[src/sv/h2fd_pkg.sv]
// ----------------------------------------------------------------------------
// h2fd_pkg
// Event kinds, fault codes, frame types and the event record of the deframer.
// ----------------------------------------------------------------------------
package h2fd_pkg;

    // event kinds
    localparam logic [3:0] EV_HEADER  = 4'd0;
    localparam logic [3:0] EV_CONTENT = 4'd1;
    localparam logic [3:0] EV_PRIO    = 4'd2;
    localparam logic [3:0] EV_RST     = 4'd3;
    localparam logic [3:0] EV_SETTING = 4'd4;
    localparam logic [3:0] EV_PING    = 4'd5;
    localparam logic [3:0] EV_GOAWAY  = 4'd6;
    localparam logic [3:0] EV_WINDOW  = 4'd7;
    localparam logic [3:0] EV_END     = 4'd8;
    localparam logic [3:0] EV_ERROR   = 4'd9;

    // fault codes
    localparam logic [2:0] FC_NONE       = 3'd0;
    localparam logic [2:0] FC_BAD_TYPE   = 3'd1;
    localparam logic [2:0] FC_NO_PAD     = 3'd2;
    localparam logic [2:0] FC_PAD_LONG   = 3'd3;
    localparam logic [2:0] FC_SHORT_PRIO = 3'd4;
    localparam logic [2:0] FC_BAD_SIZE   = 3'd5;
    localparam logic [2:0] FC_SET_MOD6   = 3'd6;

    // frame types
    localparam logic [7:0] FT_DATA     = 8'd0;
    localparam logic [7:0] FT_HEADERS  = 8'd1;
    localparam logic [7:0] FT_PRIORITY = 8'd2;
    localparam logic [7:0] FT_RST      = 8'd3;
    localparam logic [7:0] FT_SETTINGS = 8'd4;
    localparam logic [7:0] FT_PUSH     = 8'd5;
    localparam logic [7:0] FT_PING     = 8'd6;
    localparam logic [7:0] FT_GOAWAY   = 8'd7;
    localparam logic [7:0] FT_WINDOW   = 8'd8;
    localparam logic [7:0] FT_LAST     = 8'd9;

    // flag bit positions
    localparam int FLB_PADDED   = 3;
    localparam int FLB_PRIORITY = 5;

    typedef struct packed {
        logic [3:0]  kind;
        logic [23:0] length;
        logic [7:0]  ftype;
        logic [7:0]  flags;
        logic [30:0] stream;
        logic [31:0] value_first;
        logic [63:0] value_second;
        logic        excl;
        logic        last;
        logic [2:0]  fault;
    } t_event;

    // remainder by six of a byte: reciprocal multiply, then one subtract
    function automatic logic [2:0] mod6_8(input logic [7:0] v);
        logic [15:0] prod;
        logic [5:0]  q;
        logic [8:0]  r;
        prod = {8'd0, v} * 16'd171;
        q    = prod[15:10];
        r    = {1'b0, v} - ({3'd0, q} * 9'd6);
        return r[2:0];
    endfunction

endpackage

[src/sv/h2fd_core.sv]
// ----------------------------------------------------------------------------
// h2fd_core
// Frame parse state and the per-byte decode into one optional event.
// ----------------------------------------------------------------------------
module h2fd_core
    import h2fd_pkg::*;
(
    input  logic       i_clk,
    input  logic       i_rst_n,
    input  logic       i_take,
    input  logic [7:0] i_byte,
    output t_event     o_evt,
    output logic       o_evt_valid
);

    localparam logic [1:0] PH_HEADER  = 2'd0;
    localparam logic [1:0] PH_PAYLOAD = 2'd1;
    localparam logic [1:0] PH_SKIP    = 2'd2;

    logic [1:0]  r_phase,  n_phase;
    logic [23:0] r_pos,    n_pos;
    logic [23:0] r_len,    n_len;
    logic [2:0]  r_len_m6, n_len_m6;
    logic [7:0]  r_type,   n_type;
    logic [7:0]  r_flags,  n_flags;
    logic [30:0] r_stream, n_stream;
    logic [7:0]  r_pad,    n_pad;
    logic [63:0] r_field,  n_field;
    logic [31:0] r_aux,    n_aux;
    logic [2:0]  r_set_m6, n_set_m6;

    logic [24:0] pos_inc;
    logic        last;
    logic [63:0] field_next;
    logic [31:0] aux_next;
    logic        padded;
    logic        prio;
    logic [8:0]  pad_need;
    logic [2:0]  hdr_fault;

    logic        ev_emit;
    logic [3:0]  ev_kind;
    logic [31:0] ev_v1;
    logic [63:0] ev_v2;
    logic        ev_excl;
    logic        ev_last;
    logic [2:0]  ev_fault;

    assign pos_inc    = {1'b0, r_pos} + 25'd1;
    assign last       = pos_inc >= {1'b0, r_len};
    assign field_next = {r_field[55:0], i_byte};
    assign aux_next   = {r_aux[23:0], i_byte};
    assign padded     = ((r_type == FT_DATA) || (r_type == FT_HEADERS)) && r_flags[FLB_PADDED];
    assign prio       = (r_type == FT_HEADERS) && r_flags[FLB_PRIORITY];
    assign pad_need   = {8'd0, padded} + (prio ? 9'd5 : 9'd0) + {1'b0, i_byte};

    // header checks, first match wins
    always_comb begin
        priority if ((r_type == FT_PUSH) || (r_type > FT_LAST)) begin
            hdr_fault = FC_BAD_TYPE;
        end else if (padded && (r_len == 24'd0)) begin
            hdr_fault = FC_NO_PAD;
        end else if (prio && (r_len < (padded ? 24'd6 : 24'd5))) begin
            hdr_fault = FC_SHORT_PRIO;
        end else if ((r_type == FT_PRIORITY) && (r_len != 24'd5)) begin
            hdr_fault = FC_BAD_SIZE;
        end else if (((r_type == FT_RST) || (r_type == FT_WINDOW)) && (r_len != 24'd4)) begin
            hdr_fault = FC_BAD_SIZE;
        end else if ((r_type == FT_PING) && (r_len != 24'd8)) begin
            hdr_fault = FC_BAD_SIZE;
        end else if ((r_type == FT_GOAWAY) && (r_len < 24'd8)) begin
            hdr_fault = FC_BAD_SIZE;
        end else if ((r_type == FT_SETTINGS) && (r_len_m6 != 3'd0)) begin
            hdr_fault = FC_SET_MOD6;
        end else begin
            hdr_fault = FC_NONE;
        end
    end

    always_comb begin
        n_phase  = r_phase;
        n_pos    = r_pos;
        n_len    = r_len;
        n_len_m6 = r_len_m6;
        n_type   = r_type;
        n_flags  = r_flags;
        n_stream = r_stream;
        n_pad    = r_pad;
        n_field  = r_field;
        n_aux    = r_aux;
        n_set_m6 = r_set_m6;

        ev_emit  = 1'b0;
        ev_kind  = EV_END;
        ev_v1    = 32'd0;
        ev_v2    = 64'd0;
        ev_excl  = 1'b0;
        ev_last  = last;
        ev_fault = FC_NONE;

        if ((r_phase != PH_PAYLOAD) && (r_phase != PH_SKIP)) begin
            n_phase = PH_HEADER;
            priority if (r_pos == 24'd0) begin
                n_len    = {16'd0, i_byte};
                n_len_m6 = mod6_8(i_byte);
            end else if (r_pos <= 24'd2) begin
                n_len    = {r_len[15:0], i_byte};
                // 256 mod 6 is 4
                n_len_m6 = mod6_8({3'd0, r_len_m6, 2'b00} + {5'd0, mod6_8(i_byte)});
            end else if (r_pos == 24'd3) begin
                n_type = i_byte;
            end else if (r_pos == 24'd4) begin
                n_flags = i_byte;
            end else if (r_pos == 24'd5) begin
                n_stream = {23'd0, i_byte};
            end else begin
                n_stream = {r_stream[22:0], i_byte};
            end

            if (r_pos < 24'd8) begin
                n_pos = r_pos + 24'd1;
            end else begin
                n_pos    = 24'd0;
                n_pad    = 8'd0;
                n_field  = 64'd0;
                n_aux    = 32'd0;
                n_set_m6 = 3'd0;
                ev_emit  = 1'b1;
                ev_last  = (r_len == 24'd0);
                if (hdr_fault != FC_NONE) begin
                    ev_kind  = EV_ERROR;
                    ev_fault = hdr_fault;
                    n_phase  = (r_len == 24'd0) ? PH_HEADER : PH_SKIP;
                end else begin
                    ev_kind = EV_HEADER;
                    n_phase = (r_len == 24'd0) ? PH_HEADER : PH_PAYLOAD;
                end
            end
        end else begin
            // silent bytes report only the frame end
            ev_emit = last;
            if (r_phase == PH_PAYLOAD) begin
                n_field = field_next;
                unique case (r_type)
                    FT_DATA, FT_HEADERS: begin
                        if (padded && (r_pos == 24'd0)) begin
                            n_pad = i_byte;
                            if ({15'd0, pad_need} > r_len) begin
                                n_phase  = PH_SKIP;
                                ev_emit  = 1'b1;
                                ev_kind  = EV_ERROR;
                                ev_fault = FC_PAD_LONG;
                            end
                        end else if (prio && (r_pos < (padded ? 24'd6 : 24'd5))) begin
                            if (r_pos < (padded ? 24'd5 : 24'd4)) begin
                                n_aux = aux_next;
                            end else begin
                                ev_emit = 1'b1;
                                ev_kind = EV_PRIO;
                                ev_v1   = {1'b0, r_aux[30:0]};
                                ev_v2   = {56'd0, i_byte};
                                ev_excl = r_aux[31];
                            end
                        end else if (r_pos < (r_len - {16'd0, r_pad})) begin
                            ev_emit = 1'b1;
                            ev_kind = EV_CONTENT;
                            ev_v1   = {24'd0, i_byte};
                        end
                    end
                    FT_PRIORITY: begin
                        if (r_pos < 24'd4) begin
                            n_aux = aux_next;
                        end else begin
                            ev_emit = 1'b1;
                            ev_kind = EV_PRIO;
                            ev_v1   = {1'b0, r_aux[30:0]};
                            ev_v2   = {56'd0, i_byte};
                            ev_excl = r_aux[31];
                        end
                    end
                    FT_RST, FT_WINDOW: begin
                        n_aux = aux_next;
                        if (r_pos >= 24'd3) begin
                            ev_emit = 1'b1;
                            if (r_type == FT_RST) begin
                                ev_kind = EV_RST;
                                ev_v1   = aux_next;
                            end else begin
                                ev_kind = EV_WINDOW;
                                ev_v1   = {1'b0, aux_next[30:0]};
                            end
                        end
                    end
                    FT_SETTINGS: begin
                        n_set_m6 = (r_set_m6 == 3'd5) ? 3'd0 : r_set_m6 + 3'd1;
                        if (r_set_m6 == 3'd5) begin
                            ev_emit = 1'b1;
                            ev_kind = EV_SETTING;
                            ev_v1   = {16'd0, field_next[47:32]};
                            ev_v2   = {32'd0, field_next[31:0]};
                        end
                    end
                    FT_PING: begin
                        if (r_pos >= 24'd7) begin
                            ev_emit = 1'b1;
                            ev_kind = EV_PING;
                            ev_v2   = field_next;
                        end
                    end
                    FT_GOAWAY: begin
                        priority if (r_pos < 24'd4) begin
                            n_aux = aux_next;
                        end else if (r_pos < 24'd7) begin
                            n_aux = r_aux;
                        end else if (r_pos == 24'd7) begin
                            ev_emit = 1'b1;
                            ev_kind = EV_GOAWAY;
                            ev_v1   = {1'b0, r_aux[30:0]};
                            ev_v2   = {32'd0, field_next[31:0]};
                        end else begin
                            ev_emit = 1'b1;
                            ev_kind = EV_CONTENT;
                            ev_v1   = {24'd0, i_byte};
                        end
                    end
                    default: begin
                        ev_emit = 1'b1;
                        ev_kind = EV_CONTENT;
                        ev_v1   = {24'd0, i_byte};
                    end
                endcase
            end

            if (last) begin
                n_phase = PH_HEADER;
                n_pos   = 24'd0;
            end else begin
                n_pos = pos_inc[23:0];
            end
        end
    end

    always_ff @(posedge i_clk) begin
        if (!i_rst_n) begin
            r_phase  <= PH_HEADER;
            r_pos    <= 24'd0;
            r_len    <= 24'd0;
            r_len_m6 <= 3'd0;
            r_type   <= 8'd0;
            r_flags  <= 8'd0;
            r_stream <= 31'd0;
            r_pad    <= 8'd0;
            r_field  <= 64'd0;
            r_aux    <= 32'd0;
            r_set_m6 <= 3'd0;
        end else if (i_take) begin
            r_phase  <= n_phase;
            r_pos    <= n_pos;
            r_len    <= n_len;
            r_len_m6 <= n_len_m6;
            r_type   <= n_type;
            r_flags  <= n_flags;
            r_stream <= n_stream;
            r_pad    <= n_pad;
            r_field  <= n_field;
            r_aux    <= n_aux;
            r_set_m6 <= n_set_m6;
        end
    end

    // every event carries the header as it stands after this byte
    always_comb begin
        o_evt.kind         = ev_kind;
        o_evt.length       = n_len;
        o_evt.ftype        = n_type;
        o_evt.flags        = n_flags;
        o_evt.stream       = n_stream;
        o_evt.value_first  = ev_v1;
        o_evt.value_second = ev_v2;
        o_evt.excl         = ev_excl;
        o_evt.last         = ev_last;
        o_evt.fault        = ev_fault;
    end

    assign o_evt_valid = ev_emit;

endmodule

[src/sv/http2_frame_deframer_top.sv]
// ----------------------------------------------------------------------------
// http2_frame_deframer_top
// HTTP/2 frame deframer: one stream byte in, at most one decoded event out.
// ----------------------------------------------------------------------------
//  Channel | Handshake                  | Payload
//  --------+----------------------------+-------------------------------------
//  in      | i_in_valid / o_in_stall    | i_stream_byte
//  out     | o_out_valid / i_out_stall  | o_event_kind .. o_fault_code
//
//  One byte per clock unless a stalled event holds it; each byte passes the
//  input register, then the decode, then the event register.
//  Synchronous active-low reset returns to header collection.
//  A stalled event holds the byte behind it; bytes that give no event keep
//  moving while the output waits.
// ----------------------------------------------------------------------------
module http2_frame_deframer_top
    import h2fd_pkg::*;
(
    input  logic        i_clk,
    input  logic        i_rst_n,
    input  logic        i_in_valid,
    output logic        o_in_stall,
    input  logic [7:0]  i_stream_byte,
    output logic        o_out_valid,
    input  logic        i_out_stall,
    output logic [3:0]  o_event_kind,
    output logic [23:0] o_frame_length,
    output logic [7:0]  o_frame_type,
    output logic [7:0]  o_frame_flags,
    output logic [30:0] o_stream_ident,
    output logic [31:0] o_value_first,
    output logic [63:0] o_value_second,
    output logic        o_exclusive_bit,
    output logic        o_frame_end,
    output logic [2:0]  o_fault_code
);

    logic       r_in_valid;
    logic [7:0] r_in_byte;
    logic       r_out_valid;
    t_event     r_out;

    t_event     evt;
    logic       evt_valid;
    logic       out_free;
    logic       advance;

    assign out_free   = !r_out_valid || !i_out_stall;
    assign advance    = r_in_valid && (!evt_valid || out_free);
    assign o_in_stall = r_in_valid && !advance;

    h2fd_core u_core (
        .i_clk       (i_clk),
        .i_rst_n     (i_rst_n),
        .i_take      (advance),
        .i_byte      (r_in_byte),
        .o_evt       (evt),
        .o_evt_valid (evt_valid)
    );

    always_ff @(posedge i_clk) begin
        if (!i_rst_n) begin
            r_in_valid <= 1'b0;
        end else if (!o_in_stall) begin
            r_in_valid <= i_in_valid;
        end
    end

    always_ff @(posedge i_clk) begin
        if (i_in_valid && !o_in_stall) begin
            r_in_byte <= i_stream_byte;
        end
    end

    always_ff @(posedge i_clk) begin
        if (!i_rst_n) begin
            r_out_valid <= 1'b0;
        end else if (out_free) begin
            r_out_valid <= advance && evt_valid;
        end
    end

    always_ff @(posedge i_clk) begin
        if (advance && evt_valid) begin
            r_out <= evt;
        end
    end

    assign o_out_valid     = r_out_valid;
    assign o_event_kind    = r_out.kind;
    assign o_frame_length  = r_out.length;
    assign o_frame_type    = r_out.ftype;
    assign o_frame_flags   = r_out.flags;
    assign o_stream_ident  = r_out.stream;
    assign o_value_first   = r_out.value_first;
    assign o_value_second  = r_out.value_second;
    assign o_exclusive_bit = r_out.excl;
    assign o_frame_end     = r_out.last;
    assign o_fault_code    = r_out.fault;

endmodule

[config.mk]
export PLATFORM = sky130hd
export DESIGN_NAME = http2_frame_deframer_top
export DESIGN_NICKNAME = d
export VERILOG_FILES = /design/src/sv/h2fd_pkg.sv /design/src/sv/h2fd_core.sv /design/src/sv/http2_frame_deframer_top.sv
export SDC_FILE = /design/constraint.sdc
export NUM_CORES = 1
export LEC_CHECK = 0
export BUFFER_PORTS_ARGS = -buffer_cell sky130_fd_sc_hd__buf_2
export CAP_MARGIN = 25
export CORE_ASPECT_RATIO = 0.8
export CORE_UTILIZATION = 45
export CTS_CLUSTER_DIAMETER = 80
export DETAILED_ROUTE_END_ITERATION = 8
export PLACE_DENSITY = 0.74
export SLEW_MARGIN = 20
export SYNTH_ARGS = -nofsm -noshare
export SYNTH_HDL_FRONTEND = slang
export SYNTH_SLANG_ARGS = --single-unit
export TNS_END_PERCENT = 30
[constraint.sdc]
create_clock -name i_clk -period 16.9 [get_ports i_clk]
set_input_delay 2.535 -clock i_clk [delete_from_list [all_inputs] [get_ports i_clk]]
set_output_delay 2.535 -clock i_clk [all_outputs]
set_load 0.1 [all_outputs]
==> Word level (Yosys, flattened, before mapping) <==
Cells that the tools add are included.
W data, S select, Z words.
{ "totals": {"register_bits": 385, "output_inout_bits": 178} }
{ "classes": {"add_sub_neg": 9, "mul": 4, "order_cmp": 14, "eq_ne": 24, "n_mux": 134, "n_bitwise": 1, "n_reduce_logical": 51} }
{ "op_table": {"columns": ["cell", "n"], "rows": [
  ["$mux W32", 15],
  ["$mux W64", 5],
  ["$pmux W64 S5", 1],
  ["$mux W31", 9],
  ["$pmux W32 S6", 1],
  ["$mux W56", 3],
  ["$mux W24", 6],
  ["$mux W8", 17],
  ["$pmux W32 S3", 1],
  ["$eq A24 B3 Y1 const B", 3],
  ["$lt A24 B24 Y1", 3],
  ["$mux W3", 24],
  ["$mux W4", 14],
  ["$logic_not A24 Y1", 2],
  ["$lt A24 B3 Y1 const B", 2],
  ["$lt A24 B4 Y1 const B", 2],
  ["$ne A24 B3 Y1 const B", 2],
  ["$eq A8 B3 Y1 const B", 4],
  ["$add A24 B1 Y25 const B", 1],
  ["$ge A25 B24 Y1", 1],
  ["$add A24 B1 Y24 const B", 1],
  ["$eq A24 B2 Y1 const B", 1],
  ["$ge A24 B2 Y1 const B", 1],
  ["$ge A24 B3 Y1 const B", 1],
  ["other kinds (42)", 117]
]} }

==> Depth between registers and ports, before layout <==
{ "logic_depth": {"ltp_word": 18, "depth_mapped": 35, "depth_no_buf": 35} }

==> Hierarchy <==
Synthesis repeated with hierarchy kept, for this count alone.
{ "unflattened": {"hier_cells": 1976, "hier_area_um2": 19849.0} }
{ "by_module_without_submodules": {"columns": ["module", "instances", "cells_per_inst", "area_each_um2", "seq_area_each_um2"], "rows": [
  ["h2fd_core", 1, 1781, 14228.6, 3983.8],
  ["http2_frame_deframer_top", 1, 195, 5620.4, 5565.3]
]} }

==> Worst setup path before layout <==
No wires, ideal clock.
{ "synth_path": {"path_kind": "register to register", "start": "register u_core.r_len[0]", "end": "register r_out (netlist bit o_event_kind[0]), enable pin", "setup_ns": 0.714, "t_arrival_ns": 11.769, "setup_slack_ns": 4.417, "path_stages_with_launch": 24, "path_buffers": 2, "synth_period_minus_slack_ns": 12.483, "path_cell_list": "dfxtp_1 > inv_1 > ha_1 > inv_1 > fa_1 > a21o_1 > a21oi_1 > o21ai_0 > a21oi_1 > o21bai_1 > a21oi_1 > nand2b_1 > nor3_1 > xnor2_1 > ha_1 > nand4_1 > nor4_1 > a32o_1 > nor4_1 > nor4b_4 > o21ai_2 > buf_2 > buf_2 > nor2_1"} }
{ "synth_between": {"elab_chain_cells": 12} }
{ "synth_rtl": {"columns": ["element", "line_no", "rtl"], "rows": [
  ["from (decl)", "h2fd_core.sv:22", "logic [23:0] r_len, n_len;"],
  ["from (signal assigned)", "h2fd_core.sv:259", "r_len <= n_len;"],
  ["$sub A24 B8 Y24", "h2fd_core.sv:164", "end else if (r_pos < (r_len - {16'd0, r_pad})) begin"],
  ["$lt A24 B24 Y1", "h2fd_core.sv:164", null],
  ["$mux W1", "h2fd_core.sv:164", null],
  ["$mux W1", "h2fd_core.sv:154", "end else if (prio && (r_pos < (padded ? 24'd6 : 24'd5))) begin"],
  ["$mux W1", "h2fd_core.sv:146", "if (padded && (r_pos == 24'd0)) begin"],
  ["$pmux W1 S6", "h2fd_core.sv:144", "unique case (r_type)"],
  ["$mux W1 (*)", "h2fd_core.sv:142", "if (r_phase == PH_PAYLOAD) begin"],
  ["$mux W1 (*)", "h2fd_core.sv:101", "if ((r_phase != PH_PAYLOAD) && (r_phase != PH_SKIP)) begin"],
  ["$logic_not A1 Y1", "http2_frame_deframer_top.sv:49", "assign advance = r_in_valid && (!evt_valid || out_free);"],
  ["$logic_or A1 B1 Y1", "http2_frame_deframer_top.sv:49", null],
  ["$logic_and A1 B1 Y1", "http2_frame_deframer_top.sv:49", null],
  ["$logic_and A1 B1 Y1 (*)", "http2_frame_deframer_top.sv:84", "if (advance && evt_valid) begin"],
  ["to (signal assigned)", "http2_frame_deframer_top.sv:85", "r_out <= evt;"],
  ["to (decl)", "http2_frame_deframer_top.sv:41", "t_event r_out;"]
]} }
Every way passes the cells marked *; elsewhere a longest branch is shown, timed or not.
A chain may end at the register's enable or synchronous reset.

==> Worst setup path in the final report <==
{ "layout_path": {"start": "register u_core.r_len[0]", "end": "output port o_in_stall"} }
{ "layout_between": {"elab_chain_cells": 13} }
{ "layout_rtl": {"columns": ["element", "line_no", "rtl"], "rows": [
  ["$sub A24 B8 Y24", "h2fd_core.sv:164", null],
  ["$lt A24 B24 Y1", "h2fd_core.sv:164", null],
  ["$mux W1", "h2fd_core.sv:164", null],
  ["$mux W1", "h2fd_core.sv:154", null],
  ["$mux W1", "h2fd_core.sv:146", null],
  ["$pmux W1 S6", "h2fd_core.sv:144", null],
  ["$mux W1 (*)", "h2fd_core.sv:142", null],
  ["$mux W1 (*)", "h2fd_core.sv:101", null],
  ["$logic_not A1 Y1 (*)", "http2_frame_deframer_top.sv:49", null],
  ["$logic_or A1 B1 Y1 (*)", "http2_frame_deframer_top.sv:49", null],
  ["$logic_and A1 B1 Y1 (*)", "http2_frame_deframer_top.sv:49", null],
  ["$logic_not A1 Y1 (*)", "http2_frame_deframer_top.sv:50", "assign o_in_stall = r_in_valid && !advance;"],
  ["$logic_and A1 B1 Y1 (*)", "http2_frame_deframer_top.sv:50", null],
  ["to (decl)", "http2_frame_deframer_top.sv:22", "output logic o_in_stall,"]
]} }
Marked as above.

==> metrics.csv <==
stage;metric;value;unit
run_status;status;finished clean;
die;Die Y;189;um
global_route;Total GRT Usage;24.1;%
setup_path;worst reg-to-reg path cell count;33;
sta;max-slew violation count;0;
sta;crit path time final;8.99;ns
clock_tree;post-CTS sizing;0;
yosys;count leader, synth;dfxtp_1;
final_layout;area of the multi-input gates;9370;um2
place;gpl congestion;0.949;
global_route;initial antenna violation count;0;
yosys;syn_area_per_cell;10.2;um2
final_layout;Ant. Diodes;0;
final_layout;Register Area;9550;um2
yosys;Yosys reg bits;385;
final_layout;final instance area;22500;um2
die;Top Ports;190;
drt;1st-pass router iterations;5;
final_layout;Area Growth Syn to Fin;14.0;%
yosys;top post-synthesis cells by area;edfxtp_1, dfxtp_1, ha_1;
final_layout;share of cells above drive strength 1;16.1;%
final_layout;final std cells w/o fill;2670;
worst_hold_path;Min-Delay Path Depth;2;
setup_path;reg2reg start;r_in_byte[1];
drt;total number of vias;15541;
flow_run;Max-Cap Viols;0;
clock_tree;Post-CTS Setup Bufs;0;
setup_path;Setup crit end kind;output pin;
power;Design Power;2.63;mW
worst_hold_path;Endpoint, Worst Hold;u_core.r_aux[27];
setup_path;WP buf/inv;3;
sta;Worst Skew;0.0217;ns
yosys;synthesized area;19700;um2
die;die area;44600;um2
setup_path;Crit path arrival time;6.45;ns
yosys;number of synthesized flops with an enable pin;184;
worst_hold_path;hold path start;u_core.r_aux[27];
setup_path;Worst EP required;14.37;ns
worst_hold_path;Hold Path Class;flop to flop;
setup_path;CP max-delay cell;nor4_1;
yosys;Distinct cells, synth;83;
setup_path;CP Max Fanout;10;
drt;Post-Route WL;54400;um
place;placed cells;2595;
yosys;post-synth top area cell;edfxtp_1;
final_layout;Nets;2235;
yosys;Synth top area share;28.0;%
setup_path;r2r endpoint;u_core.r_len_m6[2];
clock_tree;clk sinks;385;
clock_tree;Worst-Skew Late Latency;0.56;ns
sta;Slew HR;29.9;%
drt;WL/cell;20.4;um
sta;final setup violation count;0;
global_route;largest net degree at the start of global routing;117;
final_layout;final cell utilization of the core;52.1;%
setup_path;most frequent CP cell;a21oi_1;
clock_tree;H-tree levels;2;
drt;vias per cell;5.82;
die;Starting Density;45.7;%
global_route;number of global-route vias before repair;14650;
die;Die X;236;um
sta;fmax;111;MHz
global_route;GR Overflow Total;0;
sta;Final Hold Fails;0;
power;VDD IR max;0.0000959;V
clock_tree;Clk pin slew, worst setup/hold paths;0.06;ns
yosys;post-synth net total;2096;
die;row count;68;
setup_path;Startpoint Class;flop;
sta;Hold WS;0.453;ns
clock_tree;Max clock buf depth;3;
clock_tree;root buffer cell;clkbuf_16;
sta;Fin Setup TNS;0;ns
sta;period utilization;53.2;%
setup_path;Worst path top cell family by delay;compound AO/OA/AOI/OAI gates;
power;Power Density;117;nW/um2
sta;RSZ-0062 raised after global routing;no;
place;DP HPWL;37500;um
setup_path;slowest stage delay, CP;0.67;ns
yosys;Gate Count Post-Synth;1939;
setup_path;kind of critical path;flop to output pin;
clock_tree;CTS tree;done;
power;static leakage;7.88;nW
yosys;main flop type after synthesis;dfxtp_1;
yosys;register area share after synthesis;48.4;%
place;dpl cell area;21100;um2
setup_path;reg2reg setup slack;8.22;ns
yosys;Async SR Flop Fraction;0;%
place;PortBufs;189;
global_route;first-pass GRT wire length;84200;um
die;Core ar.;43100;um2
setup_path;cells along the critical path;inv_1 -> ha_1 -> inv_1 -> fa_1 -> a21o_1 -> a21oi_1 -> o21ai_0 -> a21oi_1 -> o21bai_1 -> a21oi_1 -> nand2b_1 -> nor3_1 -> xnor2_1 -> ha_1 -> nand4_1 -> nor3_1 -> a22oi_1 -> o211ai_1 -> nor4_1 -> nor3b_1 -> o31a_1 -> nor3b_1 -> buf_2;
yosys;Syn. warnings;0;
drt;1st-iter DRT viols;1672;
drt;Remaining DRCs;0;
final_layout;Fill cells;3762;
yosys;top cells by count, synth;dfxtp_1, edfxtp_1, nand2_1;
drt;Antenna Violating Nets Remaining;0;
sta;Worst Max-Slew Pin Slew;1.04;ns
place;dpl ws;8.33;ns
clock_tree;CTS Buf Count;41;
clock_tree;Post-CTS Hold Buffers;0;
sta;Setup WS post-layout;7.91;ns
==> routing by layer <==
metal | global-route usage (%) | vias up | share of wire [%]
li1 | - | 7342 | -
met1 | 35.3 | 7468 | 46
met2 | 35.5 | 639 | 43
met3 | 4.59 | 92 | 7.9
met4 | 7.77 | 0 | 2.6
met5 | 0 | - | 0
==> cells by family after synthesis <==
logic type / share of synthesized area, %
AOI/OAI and AO/OA: 14.1
xor gates and xnor gates: 2.84
adders and majority gates: 9.97
buffers and inverters: 4.32
DFF: 48.4
muxes: 1.75
and+or+nand+nor: 18.6
==> placed cells by master, fill, tap and decap left out, types with 12 or more instances in the layout <==
cell type	n
ha_1	124
a22oi_1	28
clkbuf_16	41
nand2b_1	14
nor3_1	52
and2_1	70
a22o_1	74
fa_1	20
nor2_1	128
xor2_1	12
a211oi_1	34
edfxtp_1	184
buf_2	188
o21ai_0	102
nand4_1	27
a21oi_1	106
dfxtp_1	201
inv_1	90
nand3b_1	57
or3b_1	21
mux2_2	27
buf_4	28
nand3_1	92
nand2_1	151
xnor2_1	52
==> how the worst max path moves through the flow <==
stage | cells after the start | end | start | slack, ns
5_1_grt | 23 | o_in_stall | u_core.r_len[0] | 7.38
2_1_floorplan | 23 | o_event_kind[0] | u_core.r_len[0] | 4.42
3_3_place_gp | 33 | u_core.r_len_m6[2] | r_in_byte[1] | 8.62
6_report | 23 | o_in_stall | u_core.r_len[0] | 7.91
3_5_place_dp | 33 | u_core.r_len_m6[2] | r_in_byte[1] | 8.33
4_1_cts | 23 | o_in_stall | u_core.r_len[0] | 7.94
==> power by group <==
part | switching [mW] | internal [mW]
Clock | 0.378 | 0.532
Sequential | 0.0161 | 0.982
Combinational | 0.413 | 0.310
Total | 0.807 | 1.82
==> registers in the layout, indices dropped and copies added, names as in the netlist, 24 cells and up <==
signal,flops
o_value_first,32
o_frame_length,24
o_value_second,64
o_stream_ident,31
u_core.r_aux,32
u_core.r_field,56
u_core.r_len,24
u_core.r_pos,24
u_core.r_stream,31
==> area by class of cell <==
class                           instances  share of cell area, %
Multi-Input combinational cell       1341                   41.7
Inverter                               91                   1.53
Clock inverter                         25                   1.23
Tap cell                              560                   3.12
Clock buffer                           50                   4.76
Timing Repair Buffer                  218                   5.22
Sequential cell                       385                   42.5
==> worst register-to-register path: cells and delay by family (launching register included) <==
family	cells	cell delay (ns)
buffers and inverters	2	0.09
and+or+nand+nor	2	0.33
DFF	1	0.77
AOI/OAI and AO/OA	5	1.01
muxes	1	0.09
xor gates and xnor gates	10	1.93
adders and majority gates	13	4.35
Note: power is estimated with default switching activity, not from simulation.
